$ cat config.mk
export PLATFORM = sky130hd
export DESIGN_NAME = median_threshold_peak_picker_top
export DESIGN_NICKNAME = d
export VERILOG_FILES = /design/src/design/mtpp_pkg.sv /design/src/design/median_threshold_peak_picker_top.sv /design/src/design/mtpp_flux_cell.sv /design/src/design/mtpp_env_cell.sv
export SDC_FILE = /design/constraint.sdc
export NUM_CORES = 2
export LEC_CHECK = 0
export BUFFER_PORTS_ARGS = -buffer_cell sky130_fd_sc_hd__buf_2
export CAP_MARGIN = 20
export CORE_MARGIN = 3
export CORE_UTILIZATION = 30
export CTS_CLUSTER_DIAMETER = 200
export CTS_CLUSTER_SIZE = 25
export DETAILED_ROUTE_END_ITERATION = 8
export MAX_ROUTING_LAYER = met4
export PLACE_DENSITY = 0.5
export SLEW_MARGIN = 20
export SYNTH_ARGS = -nofsm -noshare
export SYNTH_HDL_FRONTEND = slang
export SYNTH_SLANG_ARGS = --single-unit
$ cat constraint.sdc
create_clock -name i_clk -period 14.9 [get_ports i_clk]
set_clock_uncertainty 0.1 [all_clocks]
set_input_delay 3.725 -clock i_clk [delete_from_list [all_inputs] [get_ports i_clk]]
set_output_delay 3.725 -clock i_clk [all_outputs]
set_load 0.01 [all_outputs]
$ cat src/design/mtpp_pkg.sv
// Shared constants, register indexes and types for the median threshold peak picker.
`default_nettype none

package mtpp_pkg;

    localparam int CFG_BITS   = 24;
    localparam int IDX_BITS   = 3;
    localparam int WIN_BITS   = 4;
    localparam int MULT_BITS  = 8;
    localparam int FLOOR_BITS = 24;
    localparam int LB_BITS    = 3;
    localparam int GAP_BITS   = 8;
    localparam int FRAC_SHIFT = 6;
    localparam int CNT_BITS   = 32;

    localparam logic [IDX_BITS-1:0] CFG_WINDOW   = 3'd0;
    localparam logic [IDX_BITS-1:0] CFG_MULT     = 3'd1;
    localparam logic [IDX_BITS-1:0] CFG_FLOOR    = 3'd2;
    localparam logic [IDX_BITS-1:0] CFG_LOOKBACK = 3'd3;
    localparam logic [IDX_BITS-1:0] CFG_MIN_GAP  = 3'd4;

    localparam logic [WIN_BITS-1:0]   RST_WINDOW   = 4'd13;
    localparam logic [MULT_BITS-1:0]  RST_MULT     = 8'd96;
    localparam logic [FLOOR_BITS-1:0] RST_FLOOR    = 24'd41;
    localparam logic [LB_BITS-1:0]    RST_LOOKBACK = 3'd4;
    localparam logic [GAP_BITS-1:0]   RST_MIN_GAP  = 8'd4;

    localparam logic ACT_FRAME = 1'b0;
    localparam logic ACT_SKIP  = 1'b1;

    typedef struct packed {
        logic shift;
        logic step;
    } t_cell_ctl;

    typedef enum logic [7:0] {
        S_IDLE = 8'b0000_0001,
        S_RANK = 8'b0000_0010,
        S_SEL  = 8'b0000_0100,
        S_MED  = 8'b0000_1000,
        S_MUL  = 8'b0001_0000,
        S_THR  = 8'b0010_0000,
        S_ENV  = 8'b0100_0000,
        S_PICK = 8'b1000_0000
    } t_state;

endpackage

`default_nettype wire

$ cat src/design/median_threshold_peak_picker_top.sv
// Top level of the median threshold peak picker: sequencer, threshold datapath and cell chains.
//
// channel  dir  handshake                  word
// in       in   i_in_valid / o_in_stall    i_action, i_flux, i_emit_enable
// out      out  o_out_valid / i_out_stall  o_envelope, o_onset, o_onset_strength
// cfg      in   i_cfg_we                   i_cfg_index, i_cfg_data
//
// A frame word runs a rank pass over n stored values, n = min(window_frames, FLUX_DEPTH,
// frames seen), one stored flux value moving down the cell chain per cycle, then the
// select, median, multiply, threshold, envelope and pick steps; pick waits for a free
// output slot. A skipped word goes straight to pick. Reset is synchronous and clears the
// sequencer, counters, fill level and lookback; registers return to their defaults.
// o_in_stall is high from acceptance until the result is loaded; a held result does
// not block the next word.
`default_nettype none

module median_threshold_peak_picker_top
    import mtpp_pkg::*;
#(
    parameter int FLUX_DEPTH = 13,
    parameter int ENV_DEPTH  = 8,
    parameter int VALUE_BITS = 24
) (
    input  logic                  i_clk,
    input  logic                  i_rst_n,
    input  logic                  i_in_valid,
    output logic                  o_in_stall,
    input  logic                  i_action,
    input  logic [VALUE_BITS-1:0] i_flux,
    input  logic                  i_emit_enable,
    output logic                  o_out_valid,
    input  logic                  i_out_stall,
    output logic [VALUE_BITS-1:0] o_envelope,
    output logic                  o_onset,
    output logic [VALUE_BITS-1:0] o_onset_strength,
    input  logic                  i_cfg_we,
    input  logic [IDX_BITS-1:0]   i_cfg_index,
    input  logic [CFG_BITS-1:0]   i_cfg_data
);

    localparam int KW  = $clog2(FLUX_DEPTH);
    localparam int NW  = $clog2(FLUX_DEPTH + 1);
    localparam int WCW = (NW > WIN_BITS) ? NW : WIN_BITS;
    localparam int HN  = ENV_DEPTH - 1;
    localparam int EW  = $clog2(ENV_DEPTH);
    localparam int LW  = (EW > LB_BITS) ? EW : LB_BITS;
    localparam int PW  = VALUE_BITS + MULT_BITS;
    localparam int SW  = PW - FRAC_SHIFT;
    localparam logic [VALUE_BITS-1:0] VMAX = '1;

    // configuration
    logic [WIN_BITS-1:0]   r_window;
    logic [MULT_BITS-1:0]  r_mult;
    logic [FLOOR_BITS-1:0] r_floor;
    logic [LB_BITS-1:0]    r_lookback;
    logic [GAP_BITS-1:0]   r_min_gap;

    // control
    t_state              r_state;
    t_state              n_state;
    logic [NW-1:0]       r_fill;
    logic [NW-1:0]       r_n;
    logic [NW-1:0]       r_k;
    logic [CNT_BITS-1:0] r_frame_cnt;
    logic [CNT_BITS-1:0] r_last_onset;
    logic                r_out_valid;

    // datapath
    logic [VALUE_BITS-1:0] r_flux;
    logic                  r_emit;
    logic                  r_skip;
    logic [VALUE_BITS-1:0] r_med_hi;
    logic [VALUE_BITS-1:0] r_med_lo;
    logic [VALUE_BITS-1:0] r_median;
    logic [PW-1:0]         r_prod;
    logic [VALUE_BITS-1:0] r_thr;
    logic [VALUE_BITS-1:0] r_env;
    logic                  r_lb_ok;
    logic                  r_gap_ok;
    logic [VALUE_BITS-1:0] r_out_env;
    logic                  r_out_onset;
    logic [VALUE_BITS-1:0] r_out_strength;

    logic                  w_in_acc;
    logic                  w_frame_acc;
    logic                  w_out_free;
    logic                  w_load_out;
    logic                  w_hist_shift;
    logic                  w_pick;
    logic [NW-1:0]         w_fill_nx;
    logic [WCW-1:0]        w_win_x;
    logic [WCW-1:0]        w_lim;
    logic [WCW-1:0]        w_fill_x;
    logic [WCW-1:0]        w_n_x;
    logic [NW-1:0]         w_n;
    logic [NW-1:0]         w_tgt_hi;
    logic [NW-1:0]         w_tgt_lo;
    logic [VALUE_BITS-1:0] w_sel_hi;
    logic [VALUE_BITS-1:0] w_sel_lo;
    logic [VALUE_BITS:0]   w_mid_sum;
    logic [SW-1:0]         w_shifted;
    logic [VALUE_BITS-1:0] w_sat;
    logic [VALUE_BITS+FLOOR_BITS-1:0] w_floor_wide;
    logic [VALUE_BITS-1:0] w_floor;
    logic [LW-1:0]         w_lb_x;
    logic [LW-1:0]         w_lb;
    t_cell_ctl             w_ctl;

    logic [VALUE_BITS-1:0] w_val   [FLUX_DEPTH];
    logic [VALUE_BITS-1:0] w_probe [FLUX_DEPTH];
    logic [NW-1:0]         w_rank  [FLUX_DEPTH];
    logic [VALUE_BITS-1:0] w_hist  [HN];
    logic [HN-1:0]         w_block;

    assign o_in_stall  = (r_state != S_IDLE);
    assign w_in_acc    = i_in_valid && !o_in_stall;
    assign w_frame_acc = w_in_acc && (i_action == ACT_FRAME);
    assign w_out_free  = !r_out_valid || !i_out_stall;
    assign w_load_out  = (r_state == S_PICK) && w_out_free;
    assign w_hist_shift = w_load_out && !r_skip;

    // window length for this frame
    assign w_fill_nx = (r_fill < NW'(FLUX_DEPTH)) ? r_fill + NW'(1) : r_fill;
    assign w_win_x   = WCW'(r_window);
    assign w_lim     = (w_win_x > WCW'(FLUX_DEPTH)) ? WCW'(FLUX_DEPTH) : w_win_x;
    assign w_fill_x  = WCW'(w_fill_nx);
    assign w_n_x     = (w_fill_x < w_lim) ? w_fill_x : w_lim;
    assign w_n       = w_n_x[NW-1:0];

    // flux cell chain, newest value in cell 0
    assign w_ctl.shift = w_frame_acc;
    assign w_ctl.step  = (r_state == S_RANK);

    for (genvar g = 0; g < FLUX_DEPTH; g++) begin : g_flux
        mtpp_flux_cell #(
            .DEPTH      (FLUX_DEPTH),
            .VALUE_BITS (VALUE_BITS),
            .CELL_IDX   (g)
        ) u_flux_cell (
            .i_clk        (i_clk),
            .i_ctl        (w_ctl),
            .i_prev_val   ((g == 0) ? i_flux : w_val[(g == 0) ? 0 : g - 1]),
            .i_next_probe ((g == FLUX_DEPTH - 1) ? '0
                           : w_probe[(g == FLUX_DEPTH - 1) ? g : g + 1]),
            .i_bcast      (w_probe[0]),
            .i_k          (r_k[KW-1:0]),
            .o_val        (w_val[g]),
            .o_probe      (w_probe[g]),
            .o_rank       (w_rank[g])
        );
    end

    // pick the middle ranks among the active cells
    assign w_tgt_hi = r_n >> 1;
    assign w_tgt_lo = w_tgt_hi - NW'(1);

    always_comb begin
        w_sel_hi = '0;
        w_sel_lo = '0;
        for (int i = 0; i < FLUX_DEPTH; i++) begin
            if (NW'(i) < r_n) begin
                if (w_rank[i] == w_tgt_hi) begin
                    w_sel_hi = w_sel_hi | w_val[i];
                end
                if (w_rank[i] == w_tgt_lo) begin
                    w_sel_lo = w_sel_lo | w_val[i];
                end
            end
        end
    end

    assign w_mid_sum = {1'b0, r_med_hi} + {1'b0, r_med_lo};

    // threshold: scale, saturate, floor
    assign w_shifted    = r_prod[PW-1:FRAC_SHIFT];
    assign w_sat        = (w_shifted > SW'(VMAX)) ? VMAX : w_shifted[VALUE_BITS-1:0];
    assign w_floor_wide = {{VALUE_BITS{1'b0}}, r_floor};
    assign w_floor      = w_floor_wide[VALUE_BITS-1:0];

    assign w_lb_x = LW'(r_lookback);
    assign w_lb   = (w_lb_x > LW'(ENV_DEPTH - 1)) ? LW'(ENV_DEPTH - 1) : w_lb_x;

    // envelope lookback chain, most recent earlier envelope in cell 0
    for (genvar g = 0; g < HN; g++) begin : g_env
        mtpp_env_cell #(
            .VALUE_BITS (VALUE_BITS)
        ) u_env_cell (
            .i_clk    (i_clk),
            .i_rst_n  (i_rst_n),
            .i_shift  (w_hist_shift),
            .i_prev   ((g == 0) ? r_env : w_hist[(g == 0) ? 0 : g - 1]),
            .i_env    (r_env),
            .i_cmp_en (LW'(g) < w_lb),
            .o_hist   (w_hist[g]),
            .o_block  (w_block[g])
        );
    end

    assign w_pick = !r_skip && r_emit && (r_env != '0) && r_lb_ok && r_gap_ok && !(|w_block);

    always_comb begin
        n_state = r_state;
        case (r_state)
            S_IDLE: begin
                if (w_in_acc) begin
                    if (i_action == ACT_SKIP) begin
                        n_state = S_PICK;
                    end else if (w_n == '0) begin
                        n_state = S_SEL;
                    end else begin
                        n_state = S_RANK;
                    end
                end
            end
            S_RANK: begin
                if (r_k + NW'(1) == r_n) begin
                    n_state = S_SEL;
                end
            end
            S_SEL:  n_state = S_MED;
            S_MED:  n_state = S_MUL;
            S_MUL:  n_state = S_THR;
            S_THR:  n_state = S_ENV;
            S_ENV:  n_state = S_PICK;
            S_PICK: begin
                if (w_out_free) begin
                    n_state = S_IDLE;
                end
            end
            default: n_state = S_IDLE;
        endcase
    end

    always_ff @(posedge i_clk) begin
        if (!i_rst_n) begin
            r_window   <= RST_WINDOW;
            r_mult     <= RST_MULT;
            r_floor    <= RST_FLOOR;
            r_lookback <= RST_LOOKBACK;
            r_min_gap  <= RST_MIN_GAP;
        end else if (i_cfg_we) begin
            case (i_cfg_index)
                CFG_WINDOW:   r_window   <= i_cfg_data[WIN_BITS-1:0];
                CFG_MULT:     r_mult     <= i_cfg_data[MULT_BITS-1:0];
                CFG_FLOOR:    r_floor    <= i_cfg_data[FLOOR_BITS-1:0];
                CFG_LOOKBACK: r_lookback <= i_cfg_data[LB_BITS-1:0];
                CFG_MIN_GAP:  r_min_gap  <= i_cfg_data[GAP_BITS-1:0];
                default: ;
            endcase
        end
    end

    always_ff @(posedge i_clk) begin
        if (!i_rst_n) begin
            r_state      <= S_IDLE;
            r_fill       <= '0;
            r_n          <= '0;
            r_k          <= '0;
            r_frame_cnt  <= '0;
            r_last_onset <= '0;
            r_out_valid  <= 1'b0;
        end else begin
            r_state <= n_state;
            if (w_in_acc) begin
                r_k <= '0;
            end else if (r_state == S_RANK) begin
                r_k <= r_k + NW'(1);
            end
            if (w_frame_acc) begin
                r_fill <= w_fill_nx;
                r_n    <= w_n;
            end
            if (w_load_out) begin
                r_frame_cnt <= r_frame_cnt + CNT_BITS'(1);
                if (w_pick) begin
                    r_last_onset <= r_frame_cnt;
                end
                r_out_valid <= 1'b1;
            end else if (!i_out_stall) begin
                r_out_valid <= 1'b0;
            end
        end
    end

    always_ff @(posedge i_clk) begin
        if (w_in_acc) begin
            r_flux <= i_flux;
            r_emit <= i_emit_enable;
            r_skip <= (i_action == ACT_SKIP);
        end
        if (r_state == S_SEL) begin
            r_med_hi <= w_sel_hi;
            r_med_lo <= w_sel_lo;
        end
        if (r_state == S_MED) begin
            r_median <= r_n[0] ? r_med_hi : w_mid_sum[VALUE_BITS:1];
        end
        if (r_state == S_MUL) begin
            r_prod <= PW'(r_median) * PW'(r_mult);
        end
        if (r_state == S_THR) begin
            r_thr    <= (w_sat < w_floor) ? w_floor : w_sat;
            r_lb_ok  <= (r_frame_cnt >= CNT_BITS'(w_lb));
            r_gap_ok <= ((r_frame_cnt - r_last_onset) >= CNT_BITS'(r_min_gap));
        end
        if (r_state == S_ENV) begin
            r_env <= (r_flux > r_thr) ? (r_flux - r_thr) : '0;
        end
        if (w_load_out) begin
            r_out_env      <= r_skip ? '0 : r_env;
            r_out_onset    <= w_pick;
            r_out_strength <= w_pick ? r_env : '0;
        end
    end

    assign o_out_valid      = r_out_valid;
    assign o_envelope       = r_out_env;
    assign o_onset          = r_out_onset;
    assign o_onset_strength = r_out_strength;

    a_onset_strength: assert property (@(posedge i_clk) disable iff (!i_rst_n)
        (o_out_valid && o_onset) |-> (o_onset_strength == o_envelope) && (o_envelope != '0))
        else $error("onset word with strength not equal to a positive envelope");

    a_quiet_strength: assert property (@(posedge i_clk) disable iff (!i_rst_n)
        (o_out_valid && !o_onset) |-> (o_onset_strength == '0))
        else $error("strength nonzero without onset");

    a_rank_bound: assert property (@(posedge i_clk) disable iff (!i_rst_n)
        (r_state == S_RANK) |-> (r_k < r_n))
        else $error("rank pass ran past the window");

    a_frame_advance: assert property (@(posedge i_clk) disable iff (!i_rst_n)
        w_load_out |=> (r_frame_cnt == $past(r_frame_cnt) + CNT_BITS'(1)))
        else $error("frame counter did not advance with the result");

endmodule

`default_nettype wire

$ cat src/design/mtpp_flux_cell.sv
// Flux window cell: holds one flux value, passes a probe value down the chain and counts its rank.
`default_nettype none

module mtpp_flux_cell
    import mtpp_pkg::*;
#(
    parameter int DEPTH      = 13,
    parameter int VALUE_BITS = 24,
    parameter int CELL_IDX   = 0
) (
    input  logic                         i_clk,
    input  t_cell_ctl                    i_ctl,
    input  logic [VALUE_BITS-1:0]        i_prev_val,
    input  logic [VALUE_BITS-1:0]        i_next_probe,
    input  logic [VALUE_BITS-1:0]        i_bcast,
    input  logic [$clog2(DEPTH)-1:0]     i_k,
    output logic [VALUE_BITS-1:0]        o_val,
    output logic [VALUE_BITS-1:0]        o_probe,
    output logic [$clog2(DEPTH+1)-1:0]   o_rank
);

    localparam int KW = $clog2(DEPTH);
    localparam int RW = $clog2(DEPTH + 1);

    logic [VALUE_BITS-1:0] r_val;
    logic [VALUE_BITS-1:0] r_probe;
    logic [RW-1:0]         r_rank;
    logic                  w_below;

    // ties go to the older position so that ranks stay distinct
    assign w_below = (i_bcast < r_val) || ((i_bcast == r_val) && (i_k < KW'(CELL_IDX)));

    always_ff @(posedge i_clk) begin
        if (i_ctl.shift) begin
            r_val   <= i_prev_val;
            r_probe <= i_prev_val;
            r_rank  <= '0;
        end else if (i_ctl.step) begin
            r_probe <= i_next_probe;
            if (w_below) begin
                r_rank <= r_rank + RW'(1);
            end
        end
    end

    assign o_val   = r_val;
    assign o_probe = r_probe;
    assign o_rank  = r_rank;

endmodule

`default_nettype wire

$ cat src/design/mtpp_env_cell.sv
// Envelope lookback cell: holds one earlier envelope and flags when it blocks the candidate.
`default_nettype none

module mtpp_env_cell
    import mtpp_pkg::*;
#(
    parameter int VALUE_BITS = 24
) (
    input  logic                  i_clk,
    input  logic                  i_rst_n,
    input  logic                  i_shift,
    input  logic [VALUE_BITS-1:0] i_prev,
    input  logic [VALUE_BITS-1:0] i_env,
    input  logic                  i_cmp_en,
    output logic [VALUE_BITS-1:0] o_hist,
    output logic                  o_block
);

    logic [VALUE_BITS-1:0] r_hist;

    always_ff @(posedge i_clk) begin
        if (!i_rst_n) begin
            r_hist <= '0;
        end else if (i_shift) begin
            r_hist <= i_prev;
        end
    end

    assign o_hist  = r_hist;
    assign o_block = i_cmp_en && (r_hist >= i_env);

endmodule

`default_nettype wire
## Word level (Yosys, flattened, before mapping)

Index checks and enable logic that the tools add are counted.

| word-level totals | value |
|---|---|
| register bits | 1205 |
| word-level logic and storage cells | 405 |
| output and inout bits | 51 |
| bits of input ports | 58 |

| operators by class | value |
|---|---|
| add/sub/neg operators | 20 |
| magnitude comparators | 62 |
| mux-type cells | 93 |
| bitwise operators | 26 |
| equality and inequality tests | 57 |
| multipliers | 1 |
| reduce and logical (&&, ||, !) cells | 74 |

Operators by type and width:

| cell | count |
|---|---|
| two-way mux 24 bit | 81 |
| OR 24 bit | 24 |
| less-than comparator 24 bit | 14 |
| == test 24 bit | 13 |
| >= comparator 24 bit | 7 |
| case mux 8 bit (8 select lines) | 1 |
| adder 4 x 1 -> 4 bit (second input constant) | 15 |
| == test 4 bit | 14 |
| == test 4 x 3 -> 1 bit | 13 |
| AND reduction 2 bit | 19 |
| adder 32 x 1 -> 32 bit (second input constant) | 1 |
| >= comparator 32 x 3 -> 1 bit | 1 |
| >= comparator 32 x 8 -> 1 bit | 1 |
| multiplier 24 x 8 -> 32 bit | 1 |
| two-way mux 8 bit | 4 |
| subtractor 32 bit | 1 |
| logical AND 1 bit | 29 |
| greater-than comparator 26 x 24 -> 1 bit (second input constant) | 1 |
| adder 24 x 24 -> 25 bit | 1 |
| greater-than comparator 24 bit | 1 |
| less-than comparator 4 bit (second input constant) | 6 |
| nonzero test 24 bit | 1 |
| subtractor 24 bit | 1 |
| less-than comparator 4 bit (first input constant) | 5 |
| other kinds (39) | 78 |

## Depth between registers and ports, before layout

| depth | value |
|---|---|
| depth in word-level cells | 40 |
| gate-level depth with buffers | 21 |
| mapped depth without buffers | 20 |

## Hierarchy

From an unflattened synthesis, not the netlist that was laid out.

| unflattened totals | value |
|---|---|
| cells, all modules | 6782 |
| area, all modules | 73121.4 µm² |

By module, submodules not included:

| module | instances | cells each | area an instance (µm²) | seq. area each (µm²) |
|---|---|---|---|---|
| median_threshold_peak_picker_top | 1 | 3222 | 28828.9 | 9339.0 |
| mtpp_env_cell | 7 | 159 | 1491.4 | 480.5 |
| mtpp_flux_cell (g_flux[4].u_flux_cell) | 1 | 197 | 2681.3 | 1521.5 |
| mtpp_flux_cell (g_flux[3].u_flux_cell) | 1 | 191 | 2671.3 | 1521.5 |
| mtpp_flux_cell (g_flux[10].u_flux_cell) | 1 | 190 | 2652.5 | 1521.5 |
| mtpp_flux_cell (g_flux[11].u_flux_cell) | 1 | 188 | 2622.5 | 1521.5 |
| mtpp_flux_cell (g_flux[1].u_flux_cell) | 1 | 199 | 2621.3 | 1521.5 |
| mtpp_flux_cell (g_flux[9].u_flux_cell) | 1 | 189 | 2607.5 | 1521.5 |
| mtpp_flux_cell (g_flux[5].u_flux_cell) | 1 | 189 | 2602.5 | 1521.5 |
| mtpp_flux_cell (g_flux[6].u_flux_cell) | 1 | 190 | 2601.2 | 1521.5 |
| mtpp_flux_cell (g_flux[2].u_flux_cell) | 1 | 185 | 2598.7 | 1521.5 |
| mtpp_flux_cell (g_flux[7].u_flux_cell) | 1 | 184 | 2567.5 | 1521.5 |
| mtpp_flux_cell (g_flux[12].u_flux_cell) | 1 | 183 | 2558.7 | 1521.5 |
| mtpp_flux_cell (g_flux[8].u_flux_cell) | 1 | 183 | 2543.7 | 1521.5 |
| mtpp_flux_cell (g_flux[0].u_flux_cell) | 1 | 179 | 2523.7 | 1521.5 |

## Least setup slack after synthesis

Ideal clock, no wire load.

| timing path | value |
|---|---|
| path kind | input -> register |
| start | input i_in_valid |
| end | register g_flux[0].u_flux_cell.r_val[0] (enable) |
| slack | 0.841 ns |
| setup time | 0.798 ns |
| required time | 14.002 ns |
| arrival | 13.161 ns |
| stages on the path | 6 |
| buffers on the path | 3 |
| cell sequence | nand2_1 -> or2_2 -> clkbuf_1 -> inv_1 -> clkbuf_1 -> clkbuf_1 |

| on the way | value |
|---|---|
| cells in the longest elaborated chain, start to end | 2 |

RTL lines:

| item | RTL line | source |
|---|---|---|
| from (decl) | median_threshold_peak_picker_top.sv:26 | `input logic i_in_valid,` |
| logical AND 1 bit | median_threshold_peak_picker_top.sv:116 | `assign w_in_acc = i_in_valid && !o_in_stall;` |
| logical AND 1 bit | median_threshold_peak_picker_top.sv:117 | `assign w_frame_acc = w_in_acc && (i_action == ACT_FRAME);` |
| via w_frame_acc | median_threshold_peak_picker_top.sv:85 | `logic w_frame_acc;` |
| to (signal assigned) | mtpp_flux_cell.sv:35 | `r_val <= i_prev_val;` |
| to (decl) | mtpp_flux_cell.sv:25 | `logic [VALUE_BITS-1:0] r_val;` |

The timed path passes the listed nets, and every way through them passes these cells.
A chain may end at the register's enable or synchronous reset.

## Final worst setup path

| timing path | value |
|---|---|
| start | input i_in_valid |
| end | register g_flux[3].u_flux_cell.r_probe[9], data pin |

| on the way | value |
|---|---|
| cells in the longest elaborated chain, start to end | 3 |

RTL lines:

| item | RTL line | source |
|---|---|---|
| logical AND 1 bit | median_threshold_peak_picker_top.sv:116 |  |
| logical AND 1 bit | median_threshold_peak_picker_top.sv:117 |  |
| two-way mux 24 bit | mtpp_flux_cell.sv:34 | `if (i_ctl.shift) begin` |
| to (signal assigned) | mtpp_flux_cell.sv:36 | `r_probe <= i_prev_val;` |
| to (signal assigned) | mtpp_flux_cell.sv:39 | `r_probe <= i_next_probe;` |
| to (decl) | mtpp_flux_cell.sv:26 | `logic [VALUE_BITS-1:0] r_probe;` |

Every way passes these cells.

==> results.rst <==
.. list-table::
   :header-rows: 1

   * - Metric
     - Value
   * - Run status
     - finished with violations
   * - Violations in the final reports
     - design-rule violations
   * - Number of routed nets with antenna violations
     - 0
   * - Synthesized area per cell
     - 10.1 um2
   * - Cell type contributing the most total cell area after synthesis
     - edfxtp_1
   * - CTS root buffer
     - clkbuf_16
   * - Count leader, synth
     - nand2_1
   * - Yosys warning total
     - 0
   * - First-pass GRT wire length
     - 333,000 um
   * - Final #Nets
     - 7,672
   * - Net count after synthesis
     - 7,702
   * - Post-route worst setup slack
     - 7.81 ns
   * - CTS Sinks
     - 1,199
   * - Path category of the worst min-delay check
     - flop to flop
   * - Post-Synthesis Cell Area
     - 69,200 um2
   * - Main flop type after synthesis
     - edfxtp_1
   * - Largest net degree at the start of global routing
     - 176
   * - Horiz. Die Dim
     - 486 um
   * - Max-slew violation count
     - 0
   * - Layout Cells excl Fill
     - 9,866
   * - Clk buf depth
     - 3
   * - Largest stage delay on the critical path
     - 0.87 ns
   * - Initial antenna violation count
     - 17
   * - Data arrival time at the worst-slack endpoint
     - 7.42 ns
   * - Proportion of synthesized flip-flops having asynchronous set or reset
     - 0
   * - Count of max-cap constraint violations
     - 0
   * - Most used cell, CP
     - buf_4
   * - Detail Placement HPWL
     - 162,000 um
   * - DRC violations left
     - 4
   * - Path type of the worst setup path
     - input pin to flop
   * - Post-Place Setup Slack
     - 7.07 ns
   * - Area share of the largest cell type after synthesis
     - 0.367
   * - Die extent in y
     - 486 um
   * - Placed cell count
     - 9,769
   * - Setup repair after global routing missed its margin
     - false
   * - Average via count per standard cell
     - 5.32
   * - Number of cell rows
     - 175
   * - GRT overflow
     - 0
   * - Total via count after detailed routing
     - 52,500
   * - Pwr dens
     - 96.2 nW/um2
   * - Mapped Cells
     - 6,848
   * - Routed wire length per instance
     - 22.9 um
   * - Cell-by-cell listing of the critical path
     - buf_2 -> nand2_1 -> or2_4 -> buf_4 -> buf_4 -> buf_4 -> o21ai_0
   * - Detailed-routing iteration count for the pre-antenna-repair pass
     - 9
   * - CTS tree
     - done
   * - Standard cell with the maximum stage delay on the critical path
     - buf_4
   * - CTS HTree Levels
     - 2
   * - Insertion delay of the later-clocked pin in the worst-skew pair
     - 0.73 ns
   * - Number of enable flip-flop cells after synthesis
     - 847
   * - Static leakage
     - 31.0 nW
   * - Relative area change from synthesis to final layout
     - 8.15%
   * - DIE AREA
     - 237,000 um2
   * - Final Setup Violations
     - 0
   * - Final worst-path cycle share
     - 0.476
   * - Dominant cells by area after synthesis
     - edfxtp_1 (37%), ha_1 (12%), dfxtp_1 (10%), nand2_1 (6.2%), fa_1 (3.9%)
   * - R2R depth
     - 16
   * - Critical path endpoint category
     - flop
   * - Final Routed Wirelength
     - 226,000 um
   * - Core area
     - 228,000 um2
   * - Number of DRC violations after detailed-routing iteration 0
     - 6,366
   * - Post-synthesis sequential area ratio
     - 0.469
   * - GRT Resource Usage Total
     - 0.190
   * - Number of placed I/O pins
     - 109
   * - Post_cts resized
     - 0
   * - Hold-critical path depth
     - 2
   * - CP Launch Type
     - input pin
   * - Yosys cell types
     - 82
   * - Number of buffers added by the clock tree synthesis step
     - 53
   * - Ratio of cells with drive above 1 in the final layout
     - 0.0513
   * - Routability Congestion
     - 0.883
   * - Post-CTS setup buffer count
     - 0
   * - Max FO, Critical Path
     - 110
   * - Largest voltage drop on the vdd net
     - 90.1 uV
   * - Port Buf Inserts
     - 108
   * - Vias in the first global route
     - 51,000
   * - Post-synth top cells
     - nand2_1 (1,142), edfxtp_1 (847), ha_1 (662), inv_1 (619), a21oi_1 (403)
   * - Total negative slack for setup checks
     - 0 ns
   * - Post-synthesis sequential element count
     - 1,199
   * - Pin slew with the least headroom to its limit
     - 1.16 ns
   * - Hold_buf cts
     - 0
   * - Period minus WS final
     - 7.09 ns
   * - Setup slack on the worst flop-to-flop path
     - 8.26 ns
   * - Clock transition at the registers of the reported paths
     - 0.10 ns
   * - Max Clock Freq
     - 0.141 GHz
   * - Final hold viol count
     - 0
   * - Initial standard-cell utilization of the core
     - 0.303
   * - Required time at the worst-slack endpoint
     - 15.23 ns
   * - Headroom to the max-slew limit
     - 0.227
## placed cells by master (no fill, tap or decap), drive strengths merged, types with 205 or more instances in the layout
cell type	synthesis	layout
nand2	1142	1142
edfxtp	847	847
ha	662	662
inv	621	621
a21oi	403	403
o21ai	396	396
dfxtp	352	352
nor2	267	267
a21o	222	222
buf	15	205
## logic make-up after synthesis
| kind of cell | after synthesis | share of synthesized area |
|---|---|---|
| DFF | 1199 | 0.469 |
| AOI/OAI and AO/OA | 1553 | 0.148 |
| and+or+nand+nor | 2143 | 0.141 |
| xor gates and xnor gates | 160 | 0.0202 |
| adders and majority gates | 796 | 0.158 |
| buffers and inverters | 911 | 0.0503 |
| muxes | 86 | 0.0129 |
## critical path, delay by kind of cell
family                 cells  cell delay (ns)
AOI/OAI and AO/OA          1             0.20
buffers and inverters      4             2.55
and+or+nand+nor            2             0.79
## layout make-up
cell class                 instances  area, um2
timing repair buffer             205       1320
clock buffer                      80       1450
inverter                         621       2350
sequential                      1199      32500
clock inverter                     2       38.8
antenna                           12       30.0
fill                           23200     154000
tap                             3009       3760
multi-input combinational       4738      33400
## metal layers
metal	GRT usage	wire (um)	share of wire	vias to the layer above
li1	-	-	-	24500
met1	0.250	99000	0.44	25700
met2	0.304	104000	0.46	1864
met3	0.0262	14900	0.066	433
met4	0.0596	8310	0.037	0
met5	-	0	0	-
## registers in the layout (all words and copies together) (netlist names), 26 cells and up
signal and count:
g_flux.u_flux_cell.o_rank 52, g_flux.u_flux_cell.o_val 312, g_env.u_env_cell.o_hist 168, r_last_onset 32, r_prod 26, g_flux.u_flux_cell.o_probe 312
r_frame_cnt 32
## where the power goes
part | total [mW] | internal [mW] | switching [mW]
combinational | 1.33 | 0.441 | 0.888
sequential | 4.06 | 3.89 | 0.174
clock | 1.81 | 0.682 | 1.13
## through the flow
step                      power [mW]  area [um2]  utilization  hold slack [ns]
after detailed placement        5.46       73300        0.321            0.352
final                           7.20       74900        0.328            0.364
after floorplan                 5.00       69200            -            0.336
after global placement          5.43       73300        0.321            0.345
after CTS                       7.26       74800        0.327            0.367
after global routing            7.54       74900        0.328            0.384
## worst paths after layout
check	startpoint	to
min	g_env[6].u_env_cell.o_hist[0]	g_env[6].u_env_cell.o_hist[0]
max reg2reg	r_mult[2]	r_prod[30]
min reg2reg	g_env[6].u_env_cell.o_hist[0]	g_env[6].u_env_cell.o_hist[0]
max	i_in_valid	g_flux[3].u_flux_cell.o_probe[9]
Note: power is estimated with default switching activity, not from simulation.
